==> config.mk <==
export PLATFORM = sky130hd
export DESIGN_NAME = set_assoc_cache_lru_lookup_top
export DESIGN_NICKNAME = d
export VERILOG_FILES = /design/src/sacl_pkg.sv /design/src/sacl_ctrl.sv /design/src/sacl_dpath.sv /design/src/set_assoc_cache_lru_lookup_top.sv
export SDC_FILE = /design/constraint.sdc
export NUM_CORES = 1
export LEC_CHECK = 0
export BUFFER_PORTS_ARGS = -buffer_cell sky130_fd_sc_hd__buf_2
export CAP_MARGIN = 20
export CORE_MARGIN = 2
export CORE_UTILIZATION = 42
export DETAILED_ROUTE_END_ITERATION = 16
export PLACE_DENSITY = 0.53
export SYNTH_ARGS = -nofsm -noshare
export SYNTH_HDL_FRONTEND = slang
export SYNTH_SLANG_ARGS = --single-unit
==> constraint.sdc <==
create_clock -name clk -period 6.3 [get_ports clk]
set_clock_uncertainty 0.15 [all_clocks]
set_input_delay 0.63 -clock clk [delete_from_list [all_inputs] [get_ports clk]]
set_output_delay 0.63 -clock clk [all_outputs]
set_load 0.005 [all_outputs]
==> src/sacl_pkg.sv <==
// Shared types and default constants of the cache lookup block.
package sacl_pkg;

    // Default geometry
    localparam int unsigned ADDR_BITS_DEF   = 16;
    localparam int unsigned SET_BITS_DEF    = 4;
    localparam int unsigned WAYS_DEF        = 4;
    localparam int unsigned OFFSET_BITS_DEF = 4;

    // Fixed result field widths
    localparam int unsigned WAY_OUT_W    = 2;
    localparam int unsigned OFFSET_OUT_W = 4;

    // Commands from the controller to the datapath
    typedef struct packed {
        logic load;    // capture address and read the set row
        logic lookup;  // compare, pick a way, write the row back
    } cmd_t;

endpackage

==> src/sacl_ctrl.sv <==
// Controller state machine of the cache lookup block.
module sacl_ctrl
(
    input  logic               clk,
    input  logic               rst_n,
    input  logic               start,
    output logic               busy,
    output logic               done,
    output sacl_pkg::cmd_t     cmd
);

    typedef enum logic {
        ST_IDLE,
        ST_LOOKUP
    } state_t;

    state_t state_reg;
    state_t state_next;
    logic   busy_reg;
    logic   done_reg;

    // Next state: each accepted transfer goes from IDLE to LOOKUP and back to IDLE
    always_comb
    begin
        state_next = state_reg;
        unique case (state_reg)
            ST_IDLE:
            begin
                if (start)
                begin
                    state_next = ST_LOOKUP;
                end
            end
            ST_LOOKUP:
            begin
                state_next = ST_IDLE;
            end
            default:
            begin
                state_next = ST_IDLE;
            end
        endcase
    end

    // Hold state and registered outputs
    always_ff @(posedge clk or negedge rst_n)
    begin
        if (!rst_n)
        begin
            state_reg <= ST_IDLE;
            busy_reg  <= 1'b0;
            done_reg  <= 1'b0;
        end
        else
        begin
            state_reg <= state_next;
            busy_reg  <= (state_next == ST_LOOKUP);
            done_reg  <= (state_reg == ST_LOOKUP);
        end
    end

    // Drive commands and status
    assign cmd.load   = start && !busy_reg;
    assign cmd.lookup = (state_reg == ST_LOOKUP);
    assign busy       = busy_reg;
    assign done       = done_reg;

endmodule

==> src/sacl_dpath.sv <==
// Datapath of the cache lookup block: tag and age rows, valid bits, way selection.
module sacl_dpath
#(
    parameter int unsigned ADDR_BITS   = sacl_pkg::ADDR_BITS_DEF,
    parameter int unsigned SET_BITS    = sacl_pkg::SET_BITS_DEF,
    parameter int unsigned WAYS        = sacl_pkg::WAYS_DEF,
    parameter int unsigned OFFSET_BITS = sacl_pkg::OFFSET_BITS_DEF
)
(
    input  logic                                clk,
    input  logic                                rst_n,
    input  sacl_pkg::cmd_t                      cmd,
    input  logic [ADDR_BITS-1:0]                address,
    output logic                                hit,
    output logic [sacl_pkg::WAY_OUT_W-1:0]      way_used,
    output logic                                evicted,
    output logic [sacl_pkg::OFFSET_OUT_W-1:0]   block_offset
);

    localparam int unsigned NSETS = 1 << SET_BITS;
    localparam int unsigned TAG_W = ADDR_BITS - SET_BITS - OFFSET_BITS;
    localparam int unsigned WAY_W = (WAYS > 1) ? $clog2(WAYS) : 1;
    localparam int unsigned AGE_W = WAY_W;
    localparam logic [AGE_W-1:0] AGE_OLDEST = AGE_W'(WAYS - 1);

    // Set rows: tags and ages in memories, valid bits in flops
    logic [WAYS*TAG_W-1:0] tag_mem [NSETS];
    logic [WAYS*AGE_W-1:0] age_mem [NSETS];
    logic [WAYS-1:0]       valid_reg [NSETS];

    logic [ADDR_BITS-1:0]  addr_reg;
    logic [WAYS*TAG_W-1:0] tag_row_reg;
    logic [WAYS*AGE_W-1:0] age_row_reg;
    logic [WAYS-1:0]       valid_row_reg;

    logic                  hit_reg;
    logic [WAY_W-1:0]      way_reg;
    logic                  evicted_reg;
    logic [OFFSET_BITS-1:0] offset_reg;

    logic [SET_BITS-1:0]   set_q;
    logic [TAG_W-1:0]      tag_q;
    logic [TAG_W-1:0]      tag_way  [WAYS];
    logic [AGE_W-1:0]      age_way  [WAYS];
    logic [WAYS-1:0]       match;

    logic                  hit_any;
    logic [WAY_W-1:0]      hit_way;
    logic                  free_any;
    logic [WAY_W-1:0]      free_way;
    logic [WAY_W-1:0]      old_way;
    logic [WAY_W-1:0]      used;
    logic [AGE_W-1:0]      old_age;

    logic [WAYS*TAG_W-1:0] tag_row_next;
    logic [WAYS*AGE_W-1:0] age_row_next;
    logic [WAYS-1:0]       valid_row_next;

    logic [WAY_W+sacl_pkg::WAY_OUT_W-1:0]          way_wide;
    logic [OFFSET_BITS+sacl_pkg::OFFSET_OUT_W-1:0] offset_wide;

    assign set_q = addr_reg[OFFSET_BITS +: SET_BITS];
    assign tag_q = addr_reg[ADDR_BITS-1 -: TAG_W];

    // Unpack the row; an invalid way reads as age zero
    always_comb
    begin
        for (int w = 0; w < WAYS; w++)
        begin
            tag_way[w] = tag_row_reg[w*TAG_W +: TAG_W];
            age_way[w] = valid_row_reg[w] ? age_row_reg[w*AGE_W +: AGE_W] : '0;
            match[w]   = valid_row_reg[w] && (tag_way[w] == tag_q);
        end
    end

    // Pick the lowest matching way, lowest invalid way and the oldest way
    always_comb
    begin
        hit_any  = 1'b0;
        hit_way  = '0;
        free_any = 1'b0;
        free_way = '0;
        old_way  = '0;
        for (int w = WAYS - 1; w >= 0; w--)
        begin
            if (match[w])
            begin
                hit_any = 1'b1;
                hit_way = WAY_W'(w);
            end
            if (!valid_row_reg[w])
            begin
                free_any = 1'b1;
                free_way = WAY_W'(w);
            end
            if (age_way[w] == AGE_OLDEST)
            begin
                old_way = WAY_W'(w);
            end
        end
    end

    // Choose the way to use and the rank it leaves behind
    always_comb
    begin
        if (hit_any)
        begin
            used    = hit_way;
            old_age = age_way[hit_way];
        end
        else if (free_any)
        begin
            used    = free_way;
            old_age = AGE_OLDEST;
        end
        else
        begin
            used    = old_way;
            old_age = age_way[old_way];
        end
    end

    // Build the updated row: age younger ways, make the used way most recent
    always_comb
    begin
        tag_row_next   = tag_row_reg;
        age_row_next   = age_row_reg;
        valid_row_next = valid_row_reg;
        for (int w = 0; w < WAYS; w++)
        begin
            if (WAY_W'(w) == used)
            begin
                age_row_next[w*AGE_W +: AGE_W] = '0;
                valid_row_next[w]              = 1'b1;
                if (!hit_any)
                begin
                    tag_row_next[w*TAG_W +: TAG_W] = tag_q;
                end
            end
            else if (valid_row_reg[w] && (age_way[w] < old_age) &&
                     (age_way[w] < AGE_OLDEST))
            begin
                age_row_next[w*AGE_W +: AGE_W] = age_way[w] + AGE_W'(1);
            end
        end
    end

    // Read the set row on a transfer, write it back after the lookup
    always_ff @(posedge clk)
    begin
        if (cmd.load)
        begin
            addr_reg    <= address;
            tag_row_reg <= tag_mem[address[OFFSET_BITS +: SET_BITS]];
            age_row_reg <= age_mem[address[OFFSET_BITS +: SET_BITS]];
        end
        if (cmd.lookup)
        begin
            tag_mem[set_q] <= tag_row_next;
            age_mem[set_q] <= age_row_next;
            hit_reg        <= hit_any;
            way_reg        <= used;
            evicted_reg    <= !hit_any && !free_any;
            offset_reg     <= addr_reg[OFFSET_BITS-1:0];
        end
    end

    // Valid bits: clear at reset, read and set with the row
    always_ff @(posedge clk or negedge rst_n)
    begin
        if (!rst_n)
        begin
            for (int s = 0; s < NSETS; s++)
            begin
                valid_reg[s] <= '0;
            end
            valid_row_reg <= '0;
        end
        else
        begin
            if (cmd.load)
            begin
                valid_row_reg <= valid_reg[address[OFFSET_BITS +: SET_BITS]];
            end
            if (cmd.lookup)
            begin
                valid_reg[set_q] <= valid_row_next;
            end
        end
    end

    // Fit the result fields to their port widths
    assign way_wide     = {{sacl_pkg::WAY_OUT_W{1'b0}}, way_reg};
    assign offset_wide  = {{sacl_pkg::OFFSET_OUT_W{1'b0}}, offset_reg};
    assign hit          = hit_reg;
    assign way_used     = way_wide[sacl_pkg::WAY_OUT_W-1:0];
    assign evicted      = evicted_reg;
    assign block_offset = offset_wide[sacl_pkg::OFFSET_OUT_W-1:0];

endmodule

==> src/set_assoc_cache_lru_lookup_top.sv <==
// Flow: a taken transfer registers the address and the set row; the lookup state
// then registers the result, which shows with done high for one cycle.
// A new address is taken only while busy is low, after the read, compare and
// write-back of the last set row. busy is high during the lookup cycle.
// The result port cannot be stalled. Reset (rst_n low, asynchronous) clears all
// valid bits and the controller at once.
// Top level of the set-associative tag store with LRU replacement.
module set_assoc_cache_lru_lookup_top
#(
    parameter int unsigned ADDR_BITS   = sacl_pkg::ADDR_BITS_DEF,
    parameter int unsigned SET_BITS    = sacl_pkg::SET_BITS_DEF,
    parameter int unsigned WAYS        = sacl_pkg::WAYS_DEF,
    parameter int unsigned OFFSET_BITS = sacl_pkg::OFFSET_BITS_DEF
)
(
    input  logic                                clk,
    input  logic                                rst_n,
    input  logic                                start,
    output logic                                busy,
    input  logic [ADDR_BITS-1:0]                address,
    output logic                                done,
    output logic                                hit,
    output logic [sacl_pkg::WAY_OUT_W-1:0]      way_used,
    output logic                                evicted,
    output logic [sacl_pkg::OFFSET_OUT_W-1:0]   block_offset
);

    sacl_pkg::cmd_t cmd;

    // Sequence each transfer
    sacl_ctrl u_ctrl
    (
        .clk   (clk),
        .rst_n (rst_n),
        .start (start),
        .busy  (busy),
        .done  (done),
        .cmd   (cmd)
    );

    // Look up and update the set
    sacl_dpath
    #(
        .ADDR_BITS   (ADDR_BITS),
        .SET_BITS    (SET_BITS),
        .WAYS        (WAYS),
        .OFFSET_BITS (OFFSET_BITS)
    )
    u_dpath
    (
        .clk          (clk),
        .rst_n        (rst_n),
        .cmd          (cmd),
        .address      (address),
        .hit          (hit),
        .way_used     (way_used),
        .evicted      (evicted),
        .block_offset (block_offset)
    );

endmodule

[Word level (Yosys, flattened, before mapping)]
Memories as Yosys holds them, arrays and structs flattened. A register that Yosys moved wholly into a read port is not among the register bits.
Index checks and enable logic that the tools add are counted.
Storage, ports and cells
  word-level logic and storage cells: 142
  input port bits: 19
  output and inout port bits: 10
  RAM bits: 640
  memories kept: 2
  flip-flop bits (word level): 94
Cells by class
  bitwise gates (word level): 5
  order comparisons: 13
  equality and inequality tests: 11
  reductions and logical operators: 19
  $add $sub $neg: 4
  multiplexer cells: 64
Memory list
  u_dpath.tag_mem: words 16, width 32, rd ports 1, clocked after Yosys merged registers in 1, write ports 1, RTL line sacl_dpath.sv:27  | logic [WAYS*TAG_W-1:0] tag_mem [NSETS];
  u_dpath.age_mem: words 16, width 8, rd ports 1, clocked after Yosys merged registers in 1, write ports 1, RTL line sacl_dpath.sv:28  | logic [WAYS*AGE_W-1:0] age_mem [NSETS];
Operators by type and width (number)
  bitwise mux 64 bit: 1
  2-to-1 mux 2 bit: 32
  2-to-1 mux 8 bit: 8
  == test 8 bit: 4
  binary-select mux 4 bit (select 4 bit): 1
  demux 4 bit (select 4 bit): 1
  logical AND 1 bit: 15
  2-to-1 mux 1 bit: 15
  2-to-1 mux 4 bit: 3
  greater-or-equal comparator 5 bit (second input constant): 2
  inverter 4 -> 5 bit: 2
  adder 2 x 1 -> 2 bit (second input constant): 4
  binary-select mux 2 bit (select 2 bit): 2
  == test 2 bit (second input constant): 4
  < comparator 2 bit: 4
  < comparator 2 bit (second input constant): 4
  greater-or-equal comparator 3 bit (second input constant): 2
  inverter 2 -> 3 bit: 2
  < comparator 5 x 1 -> 1 bit (second input constant): 1
  == test 2 bit (first input constant): 2
  logical NOT 1 bit: 3
  == test 1 x 2 -> 1 bit (first input constant): 1
  logical NOT 2 bit: 1
  case mux 1 bit (2 select lines): 1
  inverter 1 bit: 1

[Longest topological paths before layout]
  word-level depth: 17
  mapped depth: 14
  mapped depth without buffers: 12

[By module]
Synthesis repeated with hierarchy kept, for this count alone.
Unflattened totals
  cells, all modules: 1441
  area total of the unflattened synthesis: 30614.4 sq um
By module, submodules not included
  sacl_dpath: cells each 1436, instances 1, sequential area each 22841.9 sq um, area each 30535.5 sq um
  sacl_ctrl: cells each 5, instances 1, sequential area each 50.0 sq um, area each 78.8 sq um

[Worst setup path after synthesis]
Ideal clock, no wire load.
  path type: reg-to-reg
  start: register u_ctrl.state_reg
  end: memory u_dpath.age_mem[5][0] (netlist name) (enable)
  path slack: 1.659 ns
  arrival: 3.985 ns
  required time: 5.644 ns
  period minus slack after synthesis: 4.641 ns
  setup time: 0.506 ns
  stages on the path, launching flop included: 4
  path buffers: 1
  path through: dfrtp_1 -> nand2b_1 -> buf_1 -> nor3_1
Between the ends
  word-level cells in the longest chain between the ends: 2
RTL lines
  start, declared: RTL line sacl_ctrl.sv:17  | state_t state_reg;
  start signal, assigned: RTL line sacl_ctrl.sv:56  | state_reg <= state_next;
  2-to-1 mux 1 bit: RTL line sacl_dpath.sv:157  | if (cmd.lookup)
  2-to-1 mux 1 bit (implied by the code): RTL line sacl_dpath.sv:160  | age_mem[set_q] <= age_row_next;
  end, declared: RTL line sacl_dpath.sv:28
Every way passes these cells.

[Worst setup path after layout]
  start: register u_dpath.valid_row_reg[0]
  end: memory u_dpath.tag_mem[5][13] (netlist name), data pin
Between the ends
  word-level cells in the longest chain between the ends: 7
  elaborated cells on any way between the ends: 13
  classes of those cells: 2 x eq/ne; 10 x mux; 1 x reduce/logical
RTL lines
  start, declared: RTL line sacl_dpath.sv:34  | logic [WAYS-1:0] valid_row_reg;
  start signal, assigned: RTL line sacl_dpath.sv:183  | valid_row_reg <= valid_reg[address[OFFSET_BITS +: SET_BITS]];
  2-to-1 mux 2 bit: RTL line sacl_dpath.sv:71  | age_way[w] = valid_row_reg[w] ? age_row_reg[w*AGE_W +: AGE_W] : '0;
  == test 2 bit: RTL line sacl_dpath.sv:96  | if (age_way[w] == AGE_OLDEST)
  2-to-1 mux 2 bit: RTL line sacl_dpath.sv:96
  2-to-1 mux 2 bit: RTL line sacl_dpath.sv:111  | else if (free_any)
  2-to-1 mux 2 bit (*): RTL line sacl_dpath.sv:106  | if (hit_any)
  named net u_dpath.used[0]: RTL line sacl_dpath.sv:52  | logic [WAY_W-1:0] used;
  == test 1 x 2 -> 1 bit (*): RTL line sacl_dpath.sv:131  | if (WAY_W'(w) == used)
  2-to-1 mux 8 bit (*): RTL line sacl_dpath.sv:131
  named net u_dpath.tag_row_next[13]: RTL line sacl_dpath.sv:55  | logic [WAYS*TAG_W-1:0] tag_row_next;
  end, declared: RTL line sacl_dpath.sv:27
Mark *: on every way through the listed nets, which the timed path passes. The rest lies on a longest branch.

==> impl_results.rst <==
.. list-table::
   :header-rows: 1

   * - Metric
     - Value
   * - Outcome
     - finished clean
   * - Mapped Avg Cell Area
     - 21.1 µm²
   * - Most used DFF post-synth
     - sky130_fd_sc_hd__edfxtp_1
   * - Routed wire per std cell
     - 28.2 µm
   * - Top post-synthesis cells by count
     - sky130_fd_sc_hd__edfxtp_1 (704), sky130_fd_sc_hd__mux4_2 (220), sky130_fd_sc_hd__dfrtp_1 (70)
   * - Vias
     - 14.4k
   * - Quantity of hold-fixing buffers added after cts
     - 3
   * - Number of design-rule violations left by the first detailed-router iteration
     - 1330
   * - Standard-cell row count
     - 98
   * - Number of stages on the worst hold path
     - 1
   * - CTS resizes
     - 0
   * - Setup repair after global routing missed its margin
     - no
   * - Final Hold Violating Endpoints
     - 0
   * - Number of synthesized flops with an enable pin
     - 704
   * - Width of the chip
     - 273 µm
   * - Pre-CTS WS
     - 2080 ps
   * - Max_slew headroom
     - 25.7%
   * - Slack of the critical path
     - 2160 ps
   * - Maximum number of pins on one net before global-route repair
     - 92
   * - Maximum root-to-sink buffer count
     - 3
   * - Crit-path max FO
     - 16
   * - Total Routed Length
     - 71200 µm
   * - Count of pins over their slew limit
     - 0
   * - Effective utilization at floorplan
     - 42.5%
   * - Vertical extent of the die
     - 273 µm
   * - Number of ports placed on the die boundary
     - 29
   * - Required arrival time at the worst endpoint
     - 6440 ps
   * - R2R Path End
     - u_dpath.tag_mem[5][13]
   * - Clock net sink count
     - 774
   * - Worst reg2reg path startpoint
     - u_dpath.valid_row_reg[0]
   * - Number of flip-flops in the largest register
     - 512
   * - P_leak
     - 11.1 nW
   * - Via count of the first global-routing pass
     - 14.8k
   * - Yosys synthesis warning count
     - 0
   * - Routed vias/inst
     - 5.73
   * - DRC
     - 0
   * - Antenna cell count
     - 0
   * - Wire length of the first global-routing pass
     - 105000 µm
   * - Post-synthesis net count
     - 1462
   * - Post-CTS setup repair buffer count
     - 0
   * - Destination of the worst hold path
     - u_dpath.addr_reg[15]
   * - Worst skew pair latency
     - 640 ps
   * - Die outline area
     - 0.0746 mm²
   * - TNS Setup
     - 0 ps
   * - Share of flip-flops with an asynchronous set or reset after synthesis
     - 9.04%
   * - Gr ovfl total
     - 0
   * - Cell at the root of the clock tree
     - sky130_fd_sc_hd__clkbuf_16
   * - Weighted congestion reported at the end of routability-driven placement
     - 0.840
   * - Post-route fraction of the period consumed by the critical path
     - 65.8%
   * - Endpoint kind of the worst setup timing path
     - register
   * - Library cells used by synthesis
     - 56
   * - Initial antenna violation count
     - 0
   * - Top cells by area, synth
     - sky130_fd_sc_hd__edfxtp_1 (69%), sky130_fd_sc_hd__mux4_2 (16%), sky130_fd_sc_hd__dfrtp_1 (5.8%), sky130_fd_sc_hd__mux2_2 (1.1%), sky130_fd_sc_hd__xnor2_1 (0.92%)
   * - Number of buffers created by CTS
     - 82
   * - Worst-margin pin slew
     - 1110 ps
   * - Synthesized flop and latch total
     - 774
   * - Logic depth of the worst register-to-register path
     - 12
   * - Critical Setup Path Class
     - register to register
   * - Count of nets left with antenna violations after detail routing
     - 0
   * - Most frequently used cell type in the post-synthesis netlist
     - sky130_fd_sc_hd__edfxtp_1
   * - Number of port buffers
     - 28
   * - Reported max-cap violation count
     - 0
   * - Register-to-register setup slack
     - 2160 ps
   * - Core Area
     - 0.0716 mm²
   * - CTS clock-pin slew for the worst setup and hold paths
     - 60 ps
   * - Arrival time at the worst endpoint
     - 4280 ps
   * - Path category of the worst min-delay check
     - input port to register
   * - Area growth from synthesis to final layout
     - 13.2%
   * - Worst hold path startpoint
     - address[15]
   * - Origin of the worst setup path
     - u_dpath.valid_row_reg[0]
   * - Highest ir drop seen on vdd
     - 0.314 mV
   * - Combined global-route utilization of all metal layers
     - 19.6%
   * - CTS tree
     - done
   * - NumNets Final
     - 1531
   * - Number of iterations in the first detailed-routing pass
     - 5
   * - Fraction of post-synthesis cell area in the top cell type by area
     - 69.5%
   * - Post-synthesis instance total
     - 1439
   * - Achievable Freq
     - 241 MHz
   * - Sequential element share of the synthesized area
     - 75.2%
   * - DP Wirelength
     - 35900 µm
   * - Minimum clock period after layout
     - 4140 ps
   * - Fill count
     - 5887
   * - Final count of negative-setup-slack endpoints
     - 0
   * - Power Dens Cells
     - 369 mW/mm²
   * - Share of final-layout standard cells stronger than drive strength 1
     - 29.2%
   * - Cell taking the most area after synthesis
     - sky130_fd_sc_hd__edfxtp_1
   * - Nature of the critical path startpoint
     - register
   * - H-Tree Depth
     - 3
   * - Syn Std Cell Area
     - 0.0304 mm²
[placed cells by master, fill, tap and decap left out, drive strengths merged, types with 20 or more instances in the layout]
cell type	count
buf	62
edfxtp	704
mux2	36
nor3	20
clkinv	45
o21ai	39
nor2	57
inv	20
mux4	220
xnor2	32
clkbuf	94
nand2	46
a21oi	45
dfrtp	70
[report_power, final]
part / leakage (nW) / internal [W] / switching, W
registers: 7.24 / 0.00631 / 0.000169
logic: 2.56 / 0.000550 / 0.000989
clock network: 1.28 / 0.00272 / 0.00195
[how the worst max path moves through the flow]
stage	slack (ps)	to	cells past startpoint
3_5_place_dp	2080	u_dpath.age_mem[4][3]	9
2_1_floorplan	1660	u_dpath.age_mem[5][0]	3
4_1_cts	1950	u_dpath.age_mem[3][3]	9
6_report	2160	u_dpath.tag_mem[5][13]	12
3_3_place_gp	2160	u_dpath.age_mem[4][1]	11
5_1_grt	1900	u_dpath.tag_mem[6][13]	12
[routing by layer]
layer | global-route usage [%] | part of all wire, % | vias to the layer above
met5 | 0 | 0 | -
met4 | 4.66 | 1.8 | 0
met3 | 2.94 | 4.5 | 99
met2 | 30.3 | 47 | 392
met1 | 29.5 | 46 | 7853
li1 | - | - | 6097
[worst max-delay path: stages (launching register included)]
cell                       delay [ps]
sky130_fd_sc_hd__dfrtp_1          530
sky130_fd_sc_hd__nand2_1          180
sky130_fd_sc_hd__inv_1             80
sky130_fd_sc_hd__ha_1             210
sky130_fd_sc_hd__inv_1            150
sky130_fd_sc_hd__o21ai_0          250
sky130_fd_sc_hd__a21boi_0         230
sky130_fd_sc_hd__o21a_1           150
sky130_fd_sc_hd__o21bai_1          90
sky130_fd_sc_hd__a21oi_4          310
sky130_fd_sc_hd__nor2b_4          270
sky130_fd_sc_hd__and2b_1          600
sky130_fd_sc_hd__mux2_1           600
[through the flow]
step	hold WS, ps	power (W)	util, %	area (µm²)	cells
after global placement	258	0.00807	44.4	31800	2368
after detailed placement	262	0.00813	44.4	31800	2369
after floorplan	184	0.00757	-	30400	1439
after CTS	5.43	0.0128	48.1	34400	2520
final	44.0	0.0127	48.1	34400	2522
after global routing	17.7	0.0132	48.1	34400	2522
[final cells by class]
type / count / area (µm²) / share of cell area, %
Clock buffer: 93 / 2140 / 6.20
Clock inverter: 55 / 462 / 1.34
Inverter: 17 / 63.8 / 0.185
Multi-Input combinational cell: 567 / 7200 / 20.9
Sequential cell: 774 / 22900 / 66.5
Tap cell: 950 / 1190 / 3.45
Timing Repair Buffer: 66 / 492 / 1.43
[cells by family (layout without fill, tap and decap cells)]
logic type / count (synthesis) / count (layout) / synth area share [%]
XOR/XNOR: 32 / 32 / 0.921
AND/OR/NAND/NOR: 171 / 171 / 2.75
flip-flops: 774 / 774 / 75.2
buffers and inverters: 98 / 231 / 1.37
adder cells (fa/ha/maj): 4 / 4 / 0.164
AO/OA/AOI/OAI: 103 / 103 / 1.91
multiplexers: 257 / 257 / 17.6
(Power assumes the default switching activity.)
